<file path="src/lbc_pkg.sv">
// Package for the LED blink controller: sizes, command codes and the
// payload structs of the command and result channels. No dependencies.
`default_nettype none
package lbc_pkg;

	localparam int LED_COUNT   = 8;
	localparam int PERIOD_BITS = 16;
	localparam int APB_DATA_W  = 32;
	localparam int APB_ADDR_W  = 3;

	localparam logic [LED_COUNT-1:0]   ACTIVITY_MASK_RST = LED_COUNT'(1);
	localparam logic [PERIOD_BITS-1:0] PERIOD_ONE        = PERIOD_BITS'(1);

	// Register indexes (byte address / 4)
	localparam logic REG_ACTIVITY_MASK = 1'b0;

	// Command codes
	localparam logic [2:0] CMD_TICK       = 3'd0;
	localparam logic [2:0] CMD_ON_CANCEL  = 3'd1;
	localparam logic [2:0] CMD_ON_KEEP    = 3'd2;
	localparam logic [2:0] CMD_OFF_CANCEL = 3'd3;
	localparam logic [2:0] CMD_OFF_KEEP   = 3'd4;
	localparam logic [2:0] CMD_BLINK      = 3'd5;
	localparam logic [2:0] CMD_UNBLINK    = 3'd6;
	localparam logic [2:0] CMD_TOGGLE     = 3'd7;

	typedef struct packed {
		logic [2:0]             cmd;
		logic [LED_COUNT-1:0]   led_sel;
		logic [PERIOD_BITS-1:0] on_ticks;
		logic [PERIOD_BITS-1:0] off_ticks;
		logic [PERIOD_BITS-1:0] blink_time;
	} cmd_item_t;

	typedef struct packed {
		logic [LED_COUNT-1:0] led_drive;
		logic                 blinking;
	} led_result_t;

	// Control from the pipeline to the engine
	typedef struct packed {
		logic                 step;
		logic [LED_COUNT-1:0] activity_mask;
	} eng_ctrl_t;

endpackage
`default_nettype wire

</file>
<file path="src/lbc_regs.sv">
// APB register block of the LED blink controller: holds activity_mask.
// Depends on lbc_pkg.
`default_nettype none
module lbc_regs (
	input  wire logic                              clk,
	input  wire logic                              arst_n,
	input  wire logic                              psel,
	input  wire logic                              penable,
	input  wire logic                              pwrite,
	input  wire logic [lbc_pkg::APB_ADDR_W-1:0]    paddr,
	input  wire logic [lbc_pkg::APB_DATA_W-1:0]    pwdata,
	output logic      [lbc_pkg::APB_DATA_W-1:0]    prdata,
	output logic                                   pready,
	output logic      [lbc_pkg::LED_COUNT-1:0]     activity_mask
);

	logic [lbc_pkg::LED_COUNT-1:0] activity_mask_q;
	logic                          reg_sel;
	logic                          wr_en;

	// Word index lives above the two byte-offset bits
	assign reg_sel = (paddr[2] == lbc_pkg::REG_ACTIVITY_MASK);
	assign wr_en   = psel && penable && pwrite && reg_sel;

	always_ff @(posedge clk or negedge arst_n) begin
		if (!arst_n) begin
			activity_mask_q <= lbc_pkg::ACTIVITY_MASK_RST;
		end else if (wr_en) begin
			activity_mask_q <= pwdata[lbc_pkg::LED_COUNT-1:0];
		end
	end

	always_comb begin
		prdata = '0;
		if (reg_sel) begin
			prdata[lbc_pkg::LED_COUNT-1:0] = activity_mask_q;
		end
	end

	assign pready        = 1'b1;
	assign activity_mask = activity_mask_q;

endmodule
`default_nettype wire

</file>
<file path="src/lbc_engine.sv">
// Blink state and command decode of the LED blink controller. Computes the
// new LED vector for one command in a single pass. Depends on lbc_pkg.
`default_nettype none
module lbc_engine (
	input  wire logic               clk,
	input  wire logic               arst_n,
	input  wire lbc_pkg::eng_ctrl_t ctrl,
	input  wire lbc_pkg::cmd_item_t item,
	output lbc_pkg::led_result_t    result
);

	logic [lbc_pkg::LED_COUNT-1:0]   lit_leds_q, lit_leds_d;
	logic                            act_phase_q, act_phase_d;
	logic [lbc_pkg::LED_COUNT-1:0]   blink_leds_q, blink_leds_d;
	logic [lbc_pkg::PERIOD_BITS-1:0] on_len_q, on_len_d;
	logic [lbc_pkg::PERIOD_BITS-1:0] off_len_q, off_len_d;
	logic [lbc_pkg::PERIOD_BITS-1:0] time_left_q, time_left_d;
	logic                            lit_phase_q, lit_phase_d;
	logic                            pending_q, pending_d;
	logic [lbc_pkg::PERIOD_BITS-1:0] countdown_q, countdown_d;

	always_comb begin
		lit_leds_d   = lit_leds_q;
		act_phase_d  = act_phase_q;
		blink_leds_d = blink_leds_q;
		on_len_d     = on_len_q;
		off_len_d    = off_len_q;
		time_left_d  = time_left_q;
		lit_phase_d  = lit_phase_q;
		pending_d    = pending_q;
		countdown_d  = countdown_q;

		case (item.cmd)
			lbc_pkg::CMD_TICK: begin
				if (pending_q) begin
					if (countdown_q <= lbc_pkg::PERIOD_ONE) begin
						// Phase over: flip and re-arm or finish
						countdown_d = '0;
						pending_d   = 1'b0;
						if (lit_phase_q) begin
							lit_leds_d  = lit_leds_q & ~blink_leds_q;
							lit_phase_d = 1'b0;
							if (time_left_q == '0) begin
								countdown_d = off_len_q;
								pending_d   = 1'b1;
							end else if (time_left_q > on_len_q) begin
								time_left_d = time_left_q - on_len_q;
								countdown_d = off_len_q;
								pending_d   = 1'b1;
							end
						end else begin
							lit_leds_d  = lit_leds_q | blink_leds_q;
							lit_phase_d = 1'b1;
							if (time_left_q == '0) begin
								countdown_d = on_len_q;
								pending_d   = 1'b1;
							end else if (time_left_q > off_len_q) begin
								time_left_d = time_left_q - off_len_q;
								countdown_d = on_len_q;
								pending_d   = 1'b1;
							end else begin
								// Duration used up: leave blink LEDs dark
								lit_leds_d  = lit_leds_q & ~blink_leds_q;
								lit_phase_d = 1'b0;
							end
						end
					end else begin
						countdown_d = countdown_q - lbc_pkg::PERIOD_ONE;
					end
				end
			end
			lbc_pkg::CMD_ON_CANCEL: begin
				pending_d  = 1'b0;
				lit_leds_d = lit_leds_q | item.led_sel;
			end
			lbc_pkg::CMD_ON_KEEP: begin
				lit_leds_d = lit_leds_q | item.led_sel;
			end
			lbc_pkg::CMD_OFF_CANCEL: begin
				pending_d  = 1'b0;
				lit_leds_d = lit_leds_q & ~item.led_sel;
			end
			lbc_pkg::CMD_OFF_KEEP: begin
				lit_leds_d = lit_leds_q & ~item.led_sel;
			end
			lbc_pkg::CMD_BLINK: begin
				lit_leds_d   = lit_leds_q | item.led_sel;
				lit_phase_d  = 1'b1;
				on_len_d     = (item.on_ticks == '0) ? lbc_pkg::PERIOD_ONE : item.on_ticks;
				off_len_d    = (item.off_ticks == '0) ? lbc_pkg::PERIOD_ONE : item.off_ticks;
				blink_leds_d = item.led_sel;
				time_left_d  = item.blink_time;
				countdown_d  = (item.on_ticks == '0) ? lbc_pkg::PERIOD_ONE : item.on_ticks;
				pending_d    = 1'b1;
			end
			lbc_pkg::CMD_UNBLINK: begin
				blink_leds_d = blink_leds_q & ~item.led_sel;
				if ((blink_leds_q & ~item.led_sel) == '0) begin
					pending_d = 1'b0;
				end
			end
			lbc_pkg::CMD_TOGGLE: begin
				if (act_phase_q) begin
					lit_leds_d  = lit_leds_q | ctrl.activity_mask;
					act_phase_d = 1'b0;
				end else begin
					lit_leds_d  = lit_leds_q & ~ctrl.activity_mask;
					act_phase_d = 1'b1;
				end
			end
			default: begin
				lit_leds_d = lit_leds_q;
			end
		endcase
	end

	always_ff @(posedge clk or negedge arst_n) begin
		if (!arst_n) begin
			lit_leds_q   <= '0;
			act_phase_q  <= 1'b0;
			blink_leds_q <= '0;
			on_len_q     <= lbc_pkg::PERIOD_ONE;
			off_len_q    <= lbc_pkg::PERIOD_ONE;
			time_left_q  <= '0;
			lit_phase_q  <= 1'b0;
			pending_q    <= 1'b0;
			countdown_q  <= '0;
		end else if (ctrl.step) begin
			lit_leds_q   <= lit_leds_d;
			act_phase_q  <= act_phase_d;
			blink_leds_q <= blink_leds_d;
			on_len_q     <= on_len_d;
			off_len_q    <= off_len_d;
			time_left_q  <= time_left_d;
			lit_phase_q  <= lit_phase_d;
			pending_q    <= pending_d;
			countdown_q  <= countdown_d;
		end
	end

	assign result.led_drive = lit_leds_d;
	assign result.blinking  = pending_d;

endmodule
`default_nettype wire

</file>
<file path="src/led_blink_controller_core.sv">
// A command accepted into item_s1 drives the engine, whose result is registered in res_s2.
// Throughput: one command per cycle; the command register and the blink
// state update in one pass, so a new command enters every cycle unless stalled.
// Back-pressure on the result stalls the command register, then in_ready.
// Reset (arst_n low) clears the blink state, LEDs and pipeline; activity_mask=1.
// Depends on lbc_pkg, lbc_regs, lbc_engine.
`default_nettype none
module led_blink_controller_core (
	input  wire logic                           clk,
	input  wire logic                           arst_n,
	input  wire logic                           in_valid,
	output logic                                in_ready,
	input  wire lbc_pkg::cmd_item_t             in_item,
	output logic                                out_valid,
	input  wire logic                           out_ready,
	output lbc_pkg::led_result_t                out_item,
	input  wire logic                           psel,
	input  wire logic                           penable,
	input  wire logic                           pwrite,
	input  wire logic [lbc_pkg::APB_ADDR_W-1:0] paddr,
	input  wire logic [lbc_pkg::APB_DATA_W-1:0] pwdata,
	output logic      [lbc_pkg::APB_DATA_W-1:0] prdata,
	output logic                                pready
);

	logic                          vld_s1;
	lbc_pkg::cmd_item_t            item_s1;
	logic                          vld_s2;
	lbc_pkg::led_result_t          res_s2;
	logic                          advance;
	logic [lbc_pkg::LED_COUNT-1:0] activity_mask;
	lbc_pkg::eng_ctrl_t            eng_ctrl;
	lbc_pkg::led_result_t          eng_res;

	assign advance  = !vld_s2 || out_ready;
	assign in_ready = !vld_s1 || advance;

	assign eng_ctrl.step          = vld_s1 && advance;
	assign eng_ctrl.activity_mask = activity_mask;

	lbc_regs u_regs (
		.clk           (clk),
		.arst_n        (arst_n),
		.psel          (psel),
		.penable       (penable),
		.pwrite        (pwrite),
		.paddr         (paddr),
		.pwdata        (pwdata),
		.prdata        (prdata),
		.pready        (pready),
		.activity_mask (activity_mask)
	);

	lbc_engine u_engine (
		.clk    (clk),
		.arst_n (arst_n),
		.ctrl   (eng_ctrl),
		.item   (item_s1),
		.result (eng_res)
	);

	always_ff @(posedge clk or negedge arst_n) begin
		if (!arst_n) begin
			vld_s1 <= 1'b0;
			vld_s2 <= 1'b0;
		end else begin
			if (in_ready) begin
				vld_s1 <= in_valid;
			end
			if (advance) begin
				vld_s2 <= vld_s1;
			end
		end
	end

	// Payload: hold while stalled
	always_ff @(posedge clk) begin
		if (in_valid && in_ready) begin
			item_s1 <= in_item;
		end
		if (eng_ctrl.step) begin
			res_s2 <= eng_res;
		end
	end

	assign out_valid = vld_s2;
	assign out_item  = res_s2;

endmodule
`default_nettype wire

</file>
<file path="config.mk">
export PLATFORM = sky130hd
export DESIGN_NAME = led_blink_controller_core
export DESIGN_NICKNAME = d
export VERILOG_FILES = /design/src/lbc_pkg.sv /design/src/lbc_regs.sv /design/src/lbc_engine.sv /design/src/led_blink_controller_core.sv
export SDC_FILE = /design/constraint.sdc
export NUM_CORES = 1
export LEC_CHECK = 0
export BUFFER_PORTS_ARGS = -buffer_cell sky130_fd_sc_hd__buf_2
export CORE_MARGIN = 1.5
export CORE_UTILIZATION = 40
export DETAILED_ROUTE_END_ITERATION = 16
export GPL_ROUTABILITY_DRIVEN = 0
export PLACE_DENSITY = 0.68
export SYNTH_ARGS = -nofsm -noshare
export SYNTH_HDL_FRONTEND = slang
export SYNTH_SLANG_ARGS = --single-unit
</file>
<file path="constraint.sdc">
create_clock -name clk -period 3.94 [get_ports clk]
set_input_delay 0.394 -clock clk [delete_from_list [all_inputs] [get_ports clk]]
set_output_delay 0.394 -clock clk [all_outputs]
set_load 0.01 [all_outputs]
</file>
== Yosys cells after proc, flatten, opt, wreduce, memory -nomap -nowiden ==
Cells that the tools add are included.
Storage, ports and cells
  latch bits: 0
  word-level logic and storage cells: 114
  input port bits: 101
  RAM bits: 0
  memories: 0
  register bits: 161
  ROM bits: 0
  output and inout bits: 44
Operators by class
  multiply operators: 0
  $add $sub $neg: 3
  order comparisons: 3
  bitwise gates (word level): 11
  reduce and logical (&&, ||, !) cells: 25
  mux-type cells: 41
  div/mod/pow operators: 0
  shift operators: 0
  equality and inequality tests: 12
Operator list (count)
  $mux 16: 16
  $pmux 16 s2: 2
  $mux 8: 7
  $logic_not 16->1: 3
  $and 8x8->8: 4
  $gt 16x16->1: 2
  $pmux 8 s4: 1
  $sub 16x16->16: 2
  $not 8->8: 3
  $or 8x8->8: 3
  $le 16x1->1 const B: 1
  $pmux 8 s2: 1
  $sub 16x1->16 const B: 1
  $eq 3x3->1 const B: 4
  $mux 1: 12
  $logic_not 8->1: 1
  $reduce_and 7->1: 1
  $eq 3x2->1 const B: 2
  $reduce_and 2->1: 3
  $logic_and 1x1->1: 5
  $ne 2x1->1 const B: 2
  $pmux 1 s4: 1
  $reduce_and 4->1: 1
  $reduce_bool 2->1: 2
  12 further kinds: 15

== Depth between registers and ports, before layout ==
Gate-level depths: netlist (run 1).
  depth in word-level cells: 8
  gate-level depth with buffers: 13
  depth with buffers taken out: 11

== Cells and area by module ==
From an unflattened synthesis (run 1), not the netlist that was laid out.
Unflattened totals
  cell total of the unflattened synthesis: 957
  area total of the unflattened synthesis: 9275.1 µm²
By module, submodules not included
  lbc_engine: cells each 829, instances 1, sequential area each 2079.5 µm², area each 6548.8 µm²
  led_blink_controller_core: cells each 76, instances 1, sequential area each 2092.0 µm², area each 2145.8 µm²
  lbc_regs: cells each 52, instances 1, sequential area each 201.4 µm², area each 580.6 µm²

== Worst setup path before layout (run 1) ==
No wires, ideal clock.
  path kind: register to register
  start point: register u_engine.on_len_q[0] in the netlist's numbering
  end point: register u_engine.time_left_q[12] in the netlist's numbering
  setup time: 0.128 ns
  cell stages (with the launch flop): 13
  slack: 1.096 ns
  data arrival time: 2.716 ns
  data required time: 3.812 ns
  period minus slack after synthesis: 2.844 ns
  path buffers: 2
  cells stage by stage: dfstp_2 > ha_1 > fa_1 > nor2b_4 > o21ai_2 > a21oi_2 > or3_4 > nor4bb_1 > nor4b_2 > nand2b_1 > buf_6 > buf_6 > mux2_1
Between the ends
  word-level cells in the longest chain between the ends: 7
  elaborated cells between the ends (all ways): 10
  classes of those cells: add/sub (1); order compare (1); eq/ne (1); mux (6); reduce/logical (1)
RTL lines
  start: declaration: RTL line lbc_engine.sv:15  | logic [lbc_pkg::PERIOD_BITS-1:0] on_len_q, on_len_d;
  start signal: assignment: RTL line lbc_engine.sv:122  | on_len_q <= lbc_pkg::PERIOD_ONE;
  start signal: assignment: RTL line lbc_engine.sv:132  | on_len_q <= on_len_d;
  $sub 16x16->16: RTL line lbc_engine.sv:47  | time_left_d = time_left_q - on_len_q;
  $mux 16: RTL line lbc_engine.sv:46  | end else if (time_left_q > on_len_q) begin
  $mux 16: RTL line lbc_engine.sv:43  | if (time_left_q == '0) begin
  $mux 16: RTL line lbc_engine.sv:40  | if (lit_phase_q) begin
  $mux 16: RTL line lbc_engine.sv:36  | if (countdown_q <= lbc_pkg::PERIOD_ONE) begin
  $mux 16: RTL line lbc_engine.sv:35  | if (pending_q) begin
  $pmux 16 s2: RTL line lbc_engine.sv:33  | case (item.cmd)
  end signal: assignment: RTL line lbc_engine.sv:134  | time_left_q <= time_left_d;
  end: declaration: RTL line lbc_engine.sv:17  | logic [lbc_pkg::PERIOD_BITS-1:0] time_left_q, time_left_d;
Parallel ways exist; a longest one is shown, timed or not. The select of a mux whose other input is x is not followed.
A chain may end at the register's enable or synchronous reset.

== Final worst setup path (run 1) ==
  start point: register u_engine.time_left_q[0] in the netlist's numbering
  end point: register u_engine.time_left_q[12] in the netlist's numbering
Between the ends
  word-level cells in the longest chain between the ends: 7
  elaborated cells between the ends (all ways): 17
  classes of those cells: add/sub (2); order compare (2); eq/ne (3); mux (8); reduce/logical (2)
RTL lines (RTL line)
  $sub 16x16->16, on equally long branches: lbc_engine.sv:58, lbc_engine.sv:47
  $mux 16, on equally long branches: lbc_engine.sv:57, lbc_engine.sv:46
  $mux 16, on equally long branches: lbc_engine.sv:54, lbc_engine.sv:43
  $mux 16: lbc_engine.sv:40
  $mux 16: lbc_engine.sv:36
  $mux 16: lbc_engine.sv:35
  $pmux 16 s2: lbc_engine.sv:33
Parallel ways exist; a longest one is shown, timed or not. The select of a mux whose other input is x is not followed.

==> summary.md, run 1 <==
| Metric | Value |
|---|---|
| Pin count of the biggest net entering global routing | `64` |
| # diodes | `0` |
| Power, Total | `7.70 mW` |
| Dpl hpwl | `17600 microns` |
| Via count | `7701` |
| Row count | `55` |
| Crit path max-delay family | `simple AND/OR/NAND/NOR gates` |
| TritonRoute pass-1 iters | `5` |
| Die area | `24400 sq um` |
| Setup Viol. Count Final | `0` |
| RSZ-0062 raised after global routing | `no` |
| Drt initial violations | `578` |
| Post-route ant nets | `0` |
| Relative slew slack | `33.7%` |
| Yosys reg bits | `161` |
| Critical path type | `reg2reg` |
| Worst path depth | `12` |
| Slowest stage delay, CP | `0.48 ns` |
| Leakage | `4.60 nW` |
| Fin worst setup slack | `0.798 ns` |
| First-pass GRT wire length | `38300 microns` |
| XOR/XNOR share of the synthesized area | `2.80%` |
| Ys Warns | `0` |
| Post_cts resized | `0` |
| Syn avg cell area | `9.65 sq um` |
| Worst Reg-to-Reg Cells | `12` |
| CTS Root Cell | `clkbuf_16` |
| Starting density of the core | `41.0%` |
| Multiplexer share of the synthesized area | `3.39%` |
| DRT met1 WL | `10900 microns` |
| Max VDD drop | `0.384 mV` |
| CTS tree | `yes` |
| Synth Instances | `971` |
| PwrDens | `719 nW/um^2` |
| Syn Std Cell Area | `9370 sq um` |
| Routed Wire Length | `24400 microns` |
| Status | `complete, no violations` |
| Arrival time at the worst endpoint | `3.47 ns` |
| Horiz. Die Dim | `156 microns` |
| Core Box Area | `22800 sq um` |
| GRT Util Overall | `20.5%` |
| Fin crit period | `3.14 ns` |
| Largest family of logic cells by synthesized area | `compound AO/OA/AOI/OAI gates` |
| Clock Latency Late Sink | `0.44 ns` |
| Area growth from synthesis to layout | `14.3%` |
| Compound-gate portion of the synthesized area | `20.1%` |
| Worst path buffer plus inverter count | `2` |
| Vias per cell | `5.56` |
| Max Clk Rate | `318 MHz` |
| Pre-CTS WS | `0.839 ns` |
| Wire length on met2 | `11500 microns` |
| H-tree depth | `4` |
| Vias in the first global route | `7122` |
| Seq/Total Area, Yosys | `46.7%` |
| NumNets Final | `1196` |
| DR WL/cell | `17.6 microns` |
| Max_cap viols | `0` |
| Final Skew | `0.0165 ns` |
| Post-synth top flop | `dfrtp_1` |
| Clk sinks | `161` |
| Distinct cell type count after synthesis | `71` |
| I/O pins | `145` |
| Slowest cell on the critical path | `nor4bb_1` |
| Crit path required time | `4.26 ns` |
| Final hold vios | `0` |
| Worst Setup Start Kind | `flop` |
| Synth Area in Adders | `4.97%` |
| Crit Path Max Fanout | `16` |
| Hold Path Stages | `1` |
| CP cell instances | `inv_1 > ha_1 > fa_1 > nor2b_4 > o21ai_2 > a21oi_2 > or3_4 > nor4bb_1 > nor4b_2 > nand2b_1 > buf_4 > mux2_1` |
| Async SR Flop Fraction | `57.8%` |
| Actual slew at the worst max-slew pin | `0.991 ns` |
| Initial antenna violation count | `0` |
| Post-synthesis simple-gate area fraction | `15.6%` |
| Clk slew on worst S/H paths | `0.08 ns` |
| Number of synthesized flops with an enable pin | `68` |
| Fin Setup TNS | `0 ns` |
| R2R setup slack | `0.80 ns` |
| Cts bufs inserted | `17` |
| Met3 routed WL | `1430 microns` |
| Port Buffers | `93` |
| DRC viols | `0` |
| Global route overflow | `0` |
| Crit share post-route | `79.7%` |
| Crit path capture type | `flop` |
| Fin. max-slew vios | `0` |
| CTS Buffer Depth | `2` |
| Die height | `156 microns` |
| Uppermost layer routed | `met4` |
| Share of cells above drive strength 1 | `17.8%` |
| Hold WC Path Type | `in2reg` |
==> worst paths after layout <==
path | from | end
worst min-delay path | in_item[36] | item_s1[36]
min in group asynchronous | arst_n | u_engine.act_phase_q
worst min register to register | item_s1[19] | u_engine.off_len_q[3]
worst max register to register | u_engine.time_left_q[0] | u_engine.time_left_q[12]
max in group asynchronous | arst_n | u_engine.off_len_q[1]
worst max-delay path | u_engine.time_left_q[0] | u_engine.time_left_q[12]
==> through the flow <==
step / hold slack, ns / cell area, sq um / util (%) / std cells
2_1_floorplan: 0.0984 / 9460 / - / 994
3_3_place_gp: 0.434 / 10100 / 44.2 / 1352
3_5_place_dp: 0.441 / 10100 / 44.2 / 1352
4_1_cts: 0.109 / 10700 / 46.9 / 1385
5_1_grt: 0.103 / 10700 / 46.9 / 1385
6_report: 0.123 / 10700 / 46.9 / 1385
==> final cells by class <==
class	count	area [sq um]
flip-flops and latches	161	4370
clock inverters	15	166
repair buffers	117	651
fillers	2180	12100
multi-input cells	705	4490
inverters	57	214
well taps	313	392
clock buffers	17	425
==> report_power, final <==
part | switching, mW | internal (mW) | total (mW)
clock | 0.809 | 0.851 | 1.66
combinational | 1.99 | 1.45 | 3.44
sequential | 0.440 | 2.17 | 2.61
==> layout by cell type (no fill, tap or decap), types with 19 or more instances in the layout <==
cell      netlist  final
dfrtp_1        90     90
a21oi_1        50     50
o211ai_1       19     19
o21ai_0        92     92
buf_2           4     92
nor2_1         66     65
nand2_1       115    115
inv_1          57     57
nor3_1         19     19
conb_1          2     25
ha_1           34     34
buf_4          26     24
edfxtp_1       68     68
==> what timing repair did <==
item,4_1_cts,5_1_grt
hold buffers,1,0
buffers inserted,0,0
hold endpoints to repair,39,0
==> per-layer routing <==
layer  up-vias  global-route usage (%)
met1      3710                    27.9
met2       279                    32.3
met4         0                    8.07
li1       3676                       -
met5         -                       0
met3        36                    3.72
==> sequential cells by signal, summed over array words and instances (netlist names) <==
register               cells
u_engine.blink_leds_q      8
item_s1                   59
u_engine.lit_phase_q       1
out_item                   9
u_engine.lit_leds_q        8
u_engine.on_len_q         16
u_regs.activity_mask       8
u_engine.countdown_q      16
u_engine.time_left_q      16
u_engine.pending_q         1
vld_s1                     1
out_valid                  1
u_engine.off_len_q        16
u_engine.act_phase_q       1
==> Yosys cell counts, drive strengths merged (8+ instances only) <==
| master | instances | area [sq um] |
|---|---|---|
| a21o | 13 | 97.6 |
| a221oi | 20 | 231 |
| a31oi | 18 | 113 |
| edfxtp | 68 | 2040 |
| clkbuf | 33 | 124 |
| mux2i | 10 | 100 |
| nand4 | 10 | 62.6 |
| nand2 | 115 | 432 |
| dfrtp | 90 | 2250 |
| inv | 57 | 214 |
| nor3 | 21 | 121 |
| nor2 | 67 | 254 |
| o211ai | 19 | 143 |
| buf | 38 | 268 |
| o21ai | 95 | 479 |
| or3 | 9 | 61.3 |
| xor2 | 17 | 149 |
| a21oi | 53 | 277 |
| nand2b | 10 | 62.6 |
| nor2b | 16 | 108 |
| xnor2 | 13 | 114 |
| nor4 | 13 | 81.3 |
| ha | 34 | 425 |
| and3 | 8 | 50.1 |
| mux2 | 19 | 218 |
| nand3 | 18 | 90.1 |
==> kinds of logic (layout without fill, tap and decap cells) <==
family          count (synthesis)  after routing
compound gates                281            281
xor+xnor                       30             30
fa+ha+maj                      36             36
buf+inv                       128            206
flops                         161            161
mux                            29             29
other cells                     2             25
simple gates                  304            304
Note: power is estimated with default switching activity, not from simulation.
==> inputs of run 2 (changes only) <==
PLACE_DENSITY = 0.7   (was 0.68)
clock period = 2.7 ns   (was 3.94 ns; I/O delays follow)
==> summary.md, run 2 (same netlist as run 1, synthesis figures left out) <==
| Metric | Value |
|---|---|
| I/O pins | `145` |
| Pin count of the biggest net entering global routing | `61` |
| Drt initial violations | `610` |
| DR WL/cell | `17.8 microns` |
| Worst Hold Endpoint | `item_s1[18]` |
| Routed Wire Length | `26700 microns` |
| Core Box Area | `22800 sq um` |
| Reg2reg end | `u_engine.countdown_q[1]` |
| GRT Util Overall | `21.9%` |
| Fin crit period | `2.78 ns` |
| Critical path type | `reg2reg` |
| Die height | `156 microns` |
| Worst path most repeated cell | `or3_4` |
| Port Buffers | `93` |
| Final Cell Area | `12100 sq um` |
| Min-delay src | `in_item[18]` |
| PwrDens | `1060 nW/um^2` |
| Power, Total | `12.8 mW` |
| DRC viols | `0` |
| Crit Path Max Fanout | `16` |
| Actual slew at the worst max-slew pin | `0.595 ns` |
| Global route overflow | `0` |
| Relative slew slack | `59.9%` |
| Worst path depth | `11` |
| Cts bufs inserted | `17` |
| Reg-to-Reg Start | `u_engine.on_len_q[0]` |
| Final Skew | `0.0135 ns` |
| Most frequent cells in the layout | `nand2_1 (115), buf_4 (97), buf_2 (92)` |
| Clock Latency Late Sink | `0.44 ns` |
| Placed Area | `10800 sq um` |
| Worst Reg-to-Reg Cells | `11` |
| Crit path capture type | `flop` |
| Share of cells above drive strength 1 | `27.4%` |
| Most flops, register | `item_s1` |
| Max Clk Rate | `360 MHz` |
| Fin worst setup slack | `-0.0757 ns` |
| Max VDD drop | `0.641 mV` |
| Arrival time at the worst endpoint | `3.09 ns` |
| Hold WC Path Type | `in2reg` |
| Max reg flops | `59` |
| Die area | `24400 sq um` |
| TritonRoute pass-1 iters | `6` |
| Clk sinks | `161` |
| Crit path required time | `3.02 ns` |
| Area growth from synthesis to layout | `28.9%` |
| Initial antenna violation count | `0` |
| Hold Path Stages | `1` |
| Starting density of the core | `41.0%` |
| Crit path max-delay family | `simple AND/OR/NAND/NOR gates` |
| Horiz. Die Dim | `156 microns` |
| R2R setup slack | `-0.08 ns` |
| Commonest non-fill, non-tap cell in the layout | `nand2_1` |
| RSZ-0062 raised after global routing | `yes` |
| Filler cells | `2061` |
| Setup Viol. Count Final | `28` |
| Status | `finished, violations left` |
| Vias in the first global route | `7957` |
| CTS tree | `yes` |
| Pre-CTS WS | `-0.219 ns` |
| Min Hold Slack | `0.00650 ns` |
| Via count | `8298` |
| Row count | `55` |
| Vias per cell | `5.54` |
| CP Launch Point | `u_engine.on_len_q[0]` |
| Slowest cell on the critical path | `dfstp_2` |
| CTS Buffer Depth | `2` |
| CTS Root Cell | `clkbuf_16` |
| CP cell instances | `ha_4 > fa_2 > nor2b_4 > o21ai_2 > a21oi_2 > or3_4 > nor4bb_4 > or3_4 > buf_12 > a221oi_1 > o21ai_1` |
| Crit share post-route | `103%` |
| Leakage | `5.23 nW` |
| Failing checks | `setup timing` |
| H-tree depth | `4` |
| Worst path buffer plus inverter count | `1` |
| Post-route ant nets | `0` |
| Dpl hpwl | `18700 microns` |
| Final hold vios | `0` |
| First-pass GRT wire length | `41500 microns` |
| # diodes | `0` |
| NumNets Final | `1308` |
| Fin. max-slew vios | `0` |
| Slowest stage delay, CP | `0.57 ns` |
| Max_cap viols | `0` |
| Clk slew on worst S/H paths | `0.08 ns` |
| Worst Setup Start Kind | `flop` |
[run 2: changes by cell type in the layout (fill, tap and decap cells not counted), moves of 9 or more]
| cell | delta |
|---|---|
| mux2_4 | +9 |
| o21ai_0 | -10 |
| dlygate4sd3_1 | +26 |
| o21ai_1 | +9 |
| buf_4 | +73 |
[run 2: area by class of cell]
cell class	count	area (sq um)	share of cell area (%)
clock buffer	18	429	3.55
multi-input combinational	705	4840	40.1
sequential	161	4380	36.2
clock inverter	14	153	1.26
inverter	57	214	1.77
tap	313	392	3.24
timing repair buffer	229	1670	13.8
[run 2: power breakdown]
group          internal, mW  total (mW)  leakage [nW]  switching, mW
logic                  3.16        6.67          3.22           3.52
clock network          1.23        2.37         0.262           1.15
registers              3.17        3.79          1.75          0.629
total                  7.55        12.8          5.23           5.29
[run 2: what timing repair did]
action,4_1_cts,5_1_grt
gates resized for setup,26,47
endpoints found under the hold margin,54,8
setup buffers,5,8
pin swaps,5,11
hold buffers,19,8
gates cloned,0,1
endpoints found under the setup margin,47,49
[run 2: metrics by stage]
| stage | std cells | util (%) | setup TNS [ns] |
|---|---|---|---|
| global placement | 1424 | 47.2 | -2.42 |
| finish | 1497 | 52.9 | -0.975 |
| CTS | 1480 | 51.3 | -0.771 |
| global route | 1497 | 52.9 | -3.14 |
| floorplan | 994 | - | -0.321 |
| detailed placement | 1424 | 47.2 | -4.55 |
[run 2: per-layer routing]
layer	track usage, %	wire (microns)	up-vias
met2	36.0	12800	343
met4	9.52	884	0
li1	-	-	3906
met3	4.50	1710	57
met1	27.9	11300	3992
met5	0	0	-
[run 2: worst max-delay path by stage]
stage                                to  slack (ns)
6_report        u_engine.countdown_q[1]       -0.08
5_1_grt        u_engine.countdown_q[12]       -0.13
4_1_cts         u_engine.time_left_q[6]       -0.07
3_5_place_dp   u_engine.time_left_q[15]       -0.22
3_3_place_gp   u_engine.time_left_q[15]       -0.14
2_1_floorplan  u_engine.time_left_q[11]       -0.11
[run 2: worst register-to-register path, cell delays in order, from the launching register on]
cell	delay, ns
dfstp_2	0.57
ha_4	0.14
fa_2	0.22
nor2b_4	0.05
o21ai_2	0.15
a21oi_2	0.08
or3_4	0.34
nor4bb_4	0.17
or3_4	0.36
buf_12	0.18
a221oi_1	0.29
o21ai_1	0.11
